<file path="config.mk">
export PLATFORM = sky130hd
export DESIGN_NAME = spsrch_cell
export DESIGN_NICKNAME = d
export VERILOG_FILES = /design/src/rtl/core/spsrch_pkg.sv /design/src/rtl/core/spsrch_cell.sv
export SDC_FILE = /design/constraint.sdc
export NUM_CORES = 1
export LEC_CHECK = 0
export BUFFER_PORTS_ARGS = -buffer_cell sky130_fd_sc_hd__buf_2
export CAP_MARGIN = 15
export CORE_ASPECT_RATIO = 1.1
export CORE_UTILIZATION = 50
export CTS_BUF_LIST = sky130_fd_sc_hd__clkbuf_16
export DETAILED_ROUTE_END_ITERATION = 10
export GPL_TIMING_DRIVEN = 0
export PLACE_DENSITY = 0.73
export SYNTH_ARGS = -nofsm -noshare
export SYNTH_HDL_FRONTEND = slang
export SYNTH_SLANG_ARGS = --single-unit
</file>
<file path="constraint.sdc">
create_clock -name clk -period 11.3 [get_ports clk]
set_input_delay 0.565 -clock clk [delete_from_list [all_inputs] [get_ports clk]]
set_output_delay 0.565 -clock clk [all_outputs]
set_load 0.005 [all_outputs]
</file>
<file path="src/rtl/core/spsrch_pkg.sv">
`timescale 1ns / 1ps

package spsrch_pkg;

    localparam int unsigned NUM_FIRST  = 4;
    localparam int unsigned NUM_SECOND = 16;
    localparam int unsigned FIRST_IW   = $clog2(NUM_FIRST);
    localparam int unsigned SECOND_IW  = $clog2(NUM_SECOND);
    localparam int unsigned BUS_W      = 28;
    localparam int unsigned WANT_W     = 32;
    localparam int unsigned ACT_W      = 27;
    localparam int unsigned PROD_W     = 58;
    localparam int unsigned CMP_W      = 48;

    localparam logic [BUS_W-1:0] BUS_RESET = BUS_W'(48000000);

    // Scaled reciprocals for an exact floor divide of a 28-bit value by 3, 5 and 7.
    // The divide by two is a plain shift and takes no multiplier.
    localparam logic [29:0] FIRST_MAGIC [NUM_FIRST] = '{
        30'd0, 30'd357913942, 30'd429496730, 30'd306783379
    };
    localparam int unsigned FIRST_SHIFT [NUM_FIRST] = '{1, 30, 31, 31};

    // Scaled reciprocals for an exact floor divide of a 28-bit value by six times each
    // prescaler, that is by 12, 18, 30 and 42.
    localparam logic [29:0] SIX_MAGIC [NUM_FIRST] = '{
        30'd357913942, 30'd477218589, 30'd286331154, 30'd409044505
    };
    localparam int unsigned SIX_SHIFT [NUM_FIRST] = '{32, 33, 33, 34};

    // The scaler of six is the one entry that is not a power of two.
    localparam logic [SECOND_IW-1:0] SIX_IDX = SECOND_IW'(2);
    localparam int unsigned SECOND_LOG2 [NUM_SECOND] = '{
        1, 2, 0, 3, 4, 5, 6, 7, 8, 9, 10, 11, 12, 13, 14, 15
    };

    typedef struct packed {
        logic                 valid;
        logic [WANT_W-1:0]    want;
        logic [ACT_W-1:0]     best;
        logic [FIRST_IW-1:0]  best_p;
        logic [SECOND_IW-1:0] best_s;
    } carry_t;

    function automatic logic [BUS_W-1:0] div_first(input logic [BUS_W-1:0] x,
                                                   input logic [FIRST_IW-1:0] idx);
        logic [PROD_W-1:0] prod;
        prod = PROD_W'(x) * PROD_W'(FIRST_MAGIC[idx]);
        if (idx == '0)
            return x >> 1;
        else
            return BUS_W'(prod >> FIRST_SHIFT[idx]);
    endfunction

    function automatic logic [BUS_W-1:0] div_six_first(input logic [BUS_W-1:0] x,
                                                       input logic [FIRST_IW-1:0] idx);
        logic [PROD_W-1:0] prod;
        prod = PROD_W'(x) * PROD_W'(SIX_MAGIC[idx]);
        return BUS_W'(prod >> SIX_SHIFT[idx]);
    endfunction

    // True when scaler j times the request reaches q, that is when the scaler is not
    // below the ceiling of q over the request.
    function automatic logic scaler_fits(input logic [WANT_W-1:0] want,
                                         input logic [BUS_W-1:0] q,
                                         input logic [SECOND_IW-1:0] j);
        logic [CMP_W-1:0] prod;
        if (j == SIX_IDX)
            prod = (CMP_W'(want) << 2) + (CMP_W'(want) << 1);
        else
            prod = CMP_W'(want) << SECOND_LOG2[j];
        return prod >= CMP_W'(q);
    endfunction

endpackage

</file>
<file path="src/rtl/core/spsrch_cell.sv">
`timescale 1ns / 1ps

module spsrch_cell #(
    parameter int unsigned INDEX = 0
) (
    input  logic                                clk,
    input  logic                                rst_n,
    input  logic [spsrch_pkg::BUS_W-1:0]        bus_hz,
    input  spsrch_pkg::carry_t                  carry_in,
    output spsrch_pkg::carry_t                  carry_out
);

    localparam logic [spsrch_pkg::FIRST_IW-1:0] IDX = spsrch_pkg::FIRST_IW'(INDEX);
    localparam logic [spsrch_pkg::BUS_W-1:0] Q_RESET =
        spsrch_pkg::div_first(spsrch_pkg::BUS_RESET, IDX);
    localparam logic [spsrch_pkg::BUS_W-1:0] Q6_RESET =
        spsrch_pkg::div_six_first(spsrch_pkg::BUS_RESET, IDX);

    // Bus clock over this cell's prescaler, and that quotient over six. Both are registered
    // from the bus clock register and are settled by the time a word reaches this cell.
    logic [spsrch_pkg::BUS_W-1:0] q_reg;
    logic [spsrch_pkg::BUS_W-1:0] q_next;
    logic [spsrch_pkg::BUS_W-1:0] q6_reg;
    logic [spsrch_pkg::BUS_W-1:0] q6_next;

    spsrch_pkg::carry_t out_reg;
    spsrch_pkg::carry_t out_next;

    logic [spsrch_pkg::SECOND_IW-1:0] sel;
    logic                             hit;
    logic [spsrch_pkg::ACT_W-1:0]     freq;

    assign q_next  = spsrch_pkg::div_first(bus_hz, IDX);
    assign q6_next = spsrch_pkg::div_six_first(bus_hz, IDX);

    // Smallest scaler that fits; the scalers rise with the index.
    always_comb
    begin
        sel = '0;
        hit = 1'b0;
        for (int j = spsrch_pkg::NUM_SECOND - 1; j >= 0; j--)
        begin
            if (spsrch_pkg::scaler_fits(carry_in.want, q_reg, spsrch_pkg::SECOND_IW'(j)))
            begin
                sel = spsrch_pkg::SECOND_IW'(j);
                hit = 1'b1;
            end
        end
    end

    // The chosen scaler is never below q over the request, so the frequency cannot
    // exceed the request and needs no further check.
    always_comb
    begin
        if (sel == spsrch_pkg::SIX_IDX)
            freq = spsrch_pkg::ACT_W'(q6_reg);
        else
            freq = spsrch_pkg::ACT_W'(q_reg >> spsrch_pkg::SECOND_LOG2[sel]);
    end

    always_comb
    begin
        out_next = carry_in;
        if (hit && (freq > carry_in.best))
        begin
            out_next.best   = freq;
            out_next.best_p = IDX;
            out_next.best_s = sel;
        end
    end

    always_ff @(posedge clk or negedge rst_n)
    begin
        if (!rst_n)
        begin
            q_reg   <= Q_RESET;
            q6_reg  <= Q6_RESET;
            out_reg <= '0;
        end
        else
        begin
            q_reg   <= q_next;
            q6_reg  <= q6_next;
            out_reg <= out_next;
        end
    end

    assign carry_out = out_reg;

endmodule

</file>
Yosys cells after proc, flatten, opt, wreduce, memory -nomap -nowiden
Memory sizes are Yosys's and may differ from the RTL's.
Cells that the tools add are included.
- $add $sub $neg: 1
- multipliers: 1
- magnitude comparators: 18
- equality and inequality tests: 1
- shifts and indexed selects: 1
- muxes and demuxes: 36
- bitwise gates (word level): 1
- reduce and logical (&&, ||, !) cells: 1
- operator list (operator ; number):
    $ge 35x27->1 ; 2
    $mux 32 ; 2
    $mux 4 ; 16
    $mul 28x28->56 const B ; 1
    $ge 47x27->1 ; 1
    $ge 46x27->1 ; 1
    $ge 45x27->1 ; 1
    $ge 44x27->1 ; 1
    $ge 43x27->1 ; 1
    $ge 42x27->1 ; 1
    $ge 41x27->1 ; 1
    $ge 40x27->1 ; 1
    $ge 39x27->1 ; 1
    $ge 38x27->1 ; 1
    $ge 37x27->1 ; 1
    $ge 36x27->1 ; 1
    $add 34x33->35 ; 1
    $ge 34x27->1 ; 1
    $ge 33x27->1 ; 1
    $mux 33 ; 1
    $shr 27x32->27 ; 1
    $gt 27x27->1 ; 1
    $mux 27 ; 1
    $mux 1 ; 16
    4 further kinds ; 4
- register bits: 118
- ROM bits: 512
- input port bits: 96
- output and inout port bits: 66
- word-level logic and storage cells: 68
- memories: 1
- memory list (name ; depth ; bits a word ; rd ports ; clocked after Yosys merged registers in ; wr ports ; RTL line ; RTL):
    (name not given) ; 16 ; 32 ; 1 ; 0 ; 0 ; spsrch_cell.sv:58 ; freq = spsrch_pkg::ACT_W'(q_reg >> spsrch_pkg::SECOND_LOG2[sel]);

Depth between registers and ports, before layout
- word-level depth: 26
- depth in mapped cells: 48
- depth with buffers taken out: 46

Worst setup path after synthesis
Ideal clock, no wire load.
- kind: in2reg
- start point: input carry_in[33] (netlist name)
- end point: register out_reg, in the netlist carry_out[31]
- data arrival time: 9.186 ns
- data required time: 11.167 ns
- setup slack: 1.981 ns
- stages on the path: 48
- path buffers: 3
- cells stage by stage: ha_1 fa_1 a211oi_1 o21ai_0 a311oi_2 o2bb2ai_2 o21ba_2 nor3_1 nor2_1 o21bai_1 xnor2_1 ha_1 a211oi_1 o21ai_0 a211oi_1 o211ai_1 a2111oi_0 and4b_1 (+12 left out) nor2_1 ha_1 nor2b_1 o21a_1 o21a_1 o21a_1 o21a_1 o21a_1 o21a_1 o21a_1 o21a_1 o21ai_0 a21oi_1 and2_1 clkbuf_1 clkbuf_1 nand2_1 o21ai_0
- RTL lines (item ; RTL line ; RTL):
    start: declaration ; spsrch_cell.sv:9 ; input spsrch_pkg::carry_t carry_in,
    end signal: assignment ; spsrch_cell.sv:84 ; out_reg <= out_next;
    end: declaration ; spsrch_cell.sv:26 ; spsrch_pkg::carry_t out_reg;

==> metrics.md <==
| Metric | Value |
|---|---|
| Status | `finished, final reports clean` |
| Critical Path AT | `around 11000 ps` |
| Rows | `90` |
| Worst setup EP type | `flop` |
| Vias in the first global route | `23600` |
| FF-to-FF End | `carry_out[15]` |
| Layout cells sized above 1 | `9.36%` |
| Post-synth top cells | `ha_1 (668), inv_1 (541), fa_1 (288), a21oi_1 (183), nand2_1 (137)` |
| Crit path max fanout | `19` |
| Crit path kind | `primary input to flop` |
| Max Cap Violations | `0` |
| CTS tree | `done` |
| Area leader, netlist | `ha_1` |
| Worst-case vdd ir drop | `0.940 mV` |
| Total Power | `7870 µW` |
| Crit path required time | `approximately 12000 ps` |
| Antenna violations before repair | `1` |
| GRT Util Overall | `29.7%` |
| Setup_tns | `0 ps` |
| Post-synthesis sequential area ratio | `between 10% and 20%` |
| Sink Count | `118` |
| Worst reg-to-reg path cell count | `38` |
| Ant. Diodes | `0` |
| Mapped Nets | `4078` |
| Syn_area_per_cell | `around 9 µm²` |
| Reg2reg setup slack | `about 1600 ps` |
| IO Count | `162` |
| Final WL | `82100 µm` |
| HP Class | `primary input to async pin` |
| Endpoints failing setup | `0` |
| Worst clock skew | `18.5 ps` |
| Critical Path Source | `carry_in[34]` |
| Slew Limit Fails | `0` |
| Synth Cell Area | `27900 µm²` |
| Final core occ | `55.1%` |
| Buffers on Ports | `161` |
| Post-synth EDFFs | `0` |
| Most used DFF post-synth | `dfrtp_1` |
| Startpoint types | `primary input` |
| DIE HEIGHT | `around 250 µm` |
| #FFs+latches synth | `118` |
| Vias | `23700` |
| Area Growth Syn to Fin | `8.59%` |
| Grt ovf | `0` |
| CTS Root Buffer Type | `clkbuf_16` |
| Critical R2R Launch | `q_reg[9]` |
| Crit path capture | `carry_out[15]` |
| Yosys warnings | `0` |
| Vias per inst | `5.98` |
| Max reg flops | `66` |
| WL per Instance | `20.7 µm` |
| Initial DRC count | `1941` |
| Slack of the critical path | `798 ps` |
| Grt met3 use | `slightly below 5%` |
| Top-count cell post-synth | `ha_1` |
| DRC viols | `0` |
| Final Hold Viols | `0` |
| Post-route ant nets | `0` |
| Worst-Skew Late Latency | `460 ps` |
| Initial core utilization | `50.7%` |
| Core outline area | `between 50000 and 60000 µm²` |
| Power per cell area | `~260 nW/µm²` |
| Slowest cell on the critical path | `fa_1` |
| Relative slew slack | `25.5%` |
| First-pass iteration count of the detailed router | `8` |
| Crit-path most repeated cell | `o21a_1` |
| Crit path largest cell delay | `450 ps` |
| Clk pin slew, worst setup/hold paths | `70 ps` |
| Unique cell type count in the Yosys netlist | `98` |
| Largest net degree at the start of global routing | `between 60 and 70` |
| Placer's final routability congestion estimate | `0.994` |
| Leak | `around 0.016 µW` |
| Top cells by area, synth | `ha_1 (30%), fa_1 (21%), dfrtp_1 (9.1%)` |
| Fraction of registers with async set/reset | `100%` |
| First-pass GRT wire length | `129000 µm` |
| Share of the synthesized area in the top cell type | `30.0%` |
| GR Util met2 | `49.7%` |
| Worst-Margin Slew | `1120 ps` |
| Final Critical Period | `10500 ps` |
| Worst slack, placed | `-279 ps` |
| Nets | `4264` |
| Most used routing layer | `met2` |
| Post-DP HPWL | `66900 µm` |
| CTS H-tree depth | `4` |
| CTS Buf Count | `17` |
| F_max | `95.2 MHz` |
| Mapped Cells | `3026` |
| Die X | `227 µm` |
| Die area | `56700 µm²` |
| Clock Path Buffers | `2` |
| Final Cycle Share | `92.9%` |
| RSZ-0062 raised after global routing | `false` |
| Met1 Use GR | `37.4%` |
worst min-delay path by stage:
stage / slack (ps) / to / depth (start not counted) / startpoint
3_3_place_gp: 610 / carry_out[23] / 3 / q6_reg[17]
4_1_cts: 50 / carry_out[49] / 1 / rst_n
5_1_grt: 80 / carry_out[49] / 1 / rst_n
2_1_floorplan: 270 / carry_out[0] / 0 / rst_n
3_5_place_dp: 560 / carry_out[49] / 1 / rst_n
6_report: 30 / carry_out[49] / 1 / rst_n
layer usage:
layer,part of all wire (%),up-vias,routed length [µm]
met5,0.011,-,9
met4,4.5,2,3700
met3,6.9,210,5690
met2,48,956,39300
met1,41,11500,33300
li1,-,11000,-
cells by family after synthesis:
family / share of synthesized area (%)
compound gates: 15.6
xor+xnor: 1.26
fa+ha+maj: 50.7
buf+inv: 8.01
flops: 10.7
mux: 1.90
simple gates: 11.9
cells in the final DEF, fill, tap and decap left out, types with 17 or more instances in the layout:
master     count
ha_1         668
inv_1        541
fa_1         288
a21oi_1      183
buf_2        169
nand2_1      137
nor2_1       126
o21ai_0      116
dfrtp_1      101
nand3_1       83
a21o_1        74
nand4_1       66
a211oi_1      52
nor3_1        44
o21a_1        36
xnor2_1       29
mux2i_1       28
clkbuf_1      26
and2_1        22
o211ai_1      21
nor2b_1       19
nand2b_1      19
nor4_1        18
mux2_2        17
clkbuf_16     17
dfstp_2       17
cell type report:
type | count | area, µm²
Fill cell | 5046 | 24700
Clock buffer | 17 | 425
Timing Repair Buffer | 167 | 877
Inverter | 541 | 2030
Clock inverter | 15 | 155
Tap cell | 736 | 921
Multi-Input combinational cell | 2325 | 22700
Buffer | 42 | 203
Sequential cell | 118 | 2970
metrics by stage:
| stage | hold WS (ps) | instance area [µm²] | std cells |
|---|---|---|---|
| finish | 33.4 | 30300 | 3961 |
| global route | 80.2 | 30300 | 3961 |
| detailed placement | 556 | 29600 | 3924 |
| global placement | 610 | 29600 | 3923 |
| CTS | 51.2 | 30200 | 3956 |
| floorplan | 269 | 27900 | 3026 |
critical path: cells and delay by family:
family                     cells  cell delay, ps
buffers and inverters          6            1390
xor gates and xnor gates       1             130
and+or+nand+nor               10            1570
adders and majority gates      5            1710
AOI/OAI and AO/OA             26            5460
power by group:
group | internal (µW) | switching [µW] | total, µW
Sequential | 588 | 38.5 | 626
Combinational | 2870 | 3830 | 6700
Clock | 294 | 250 | 544
Total | 3760 | 4120 | 7870
timing repair:
action / CTS / global route
buffers inserted: 0 / 5
hold buffers: 0 / 0
resized for setup: 0 / 6
setup endpoints to repair: 0 / 33
No activity file was read; power rests on OpenSTA's default activity.
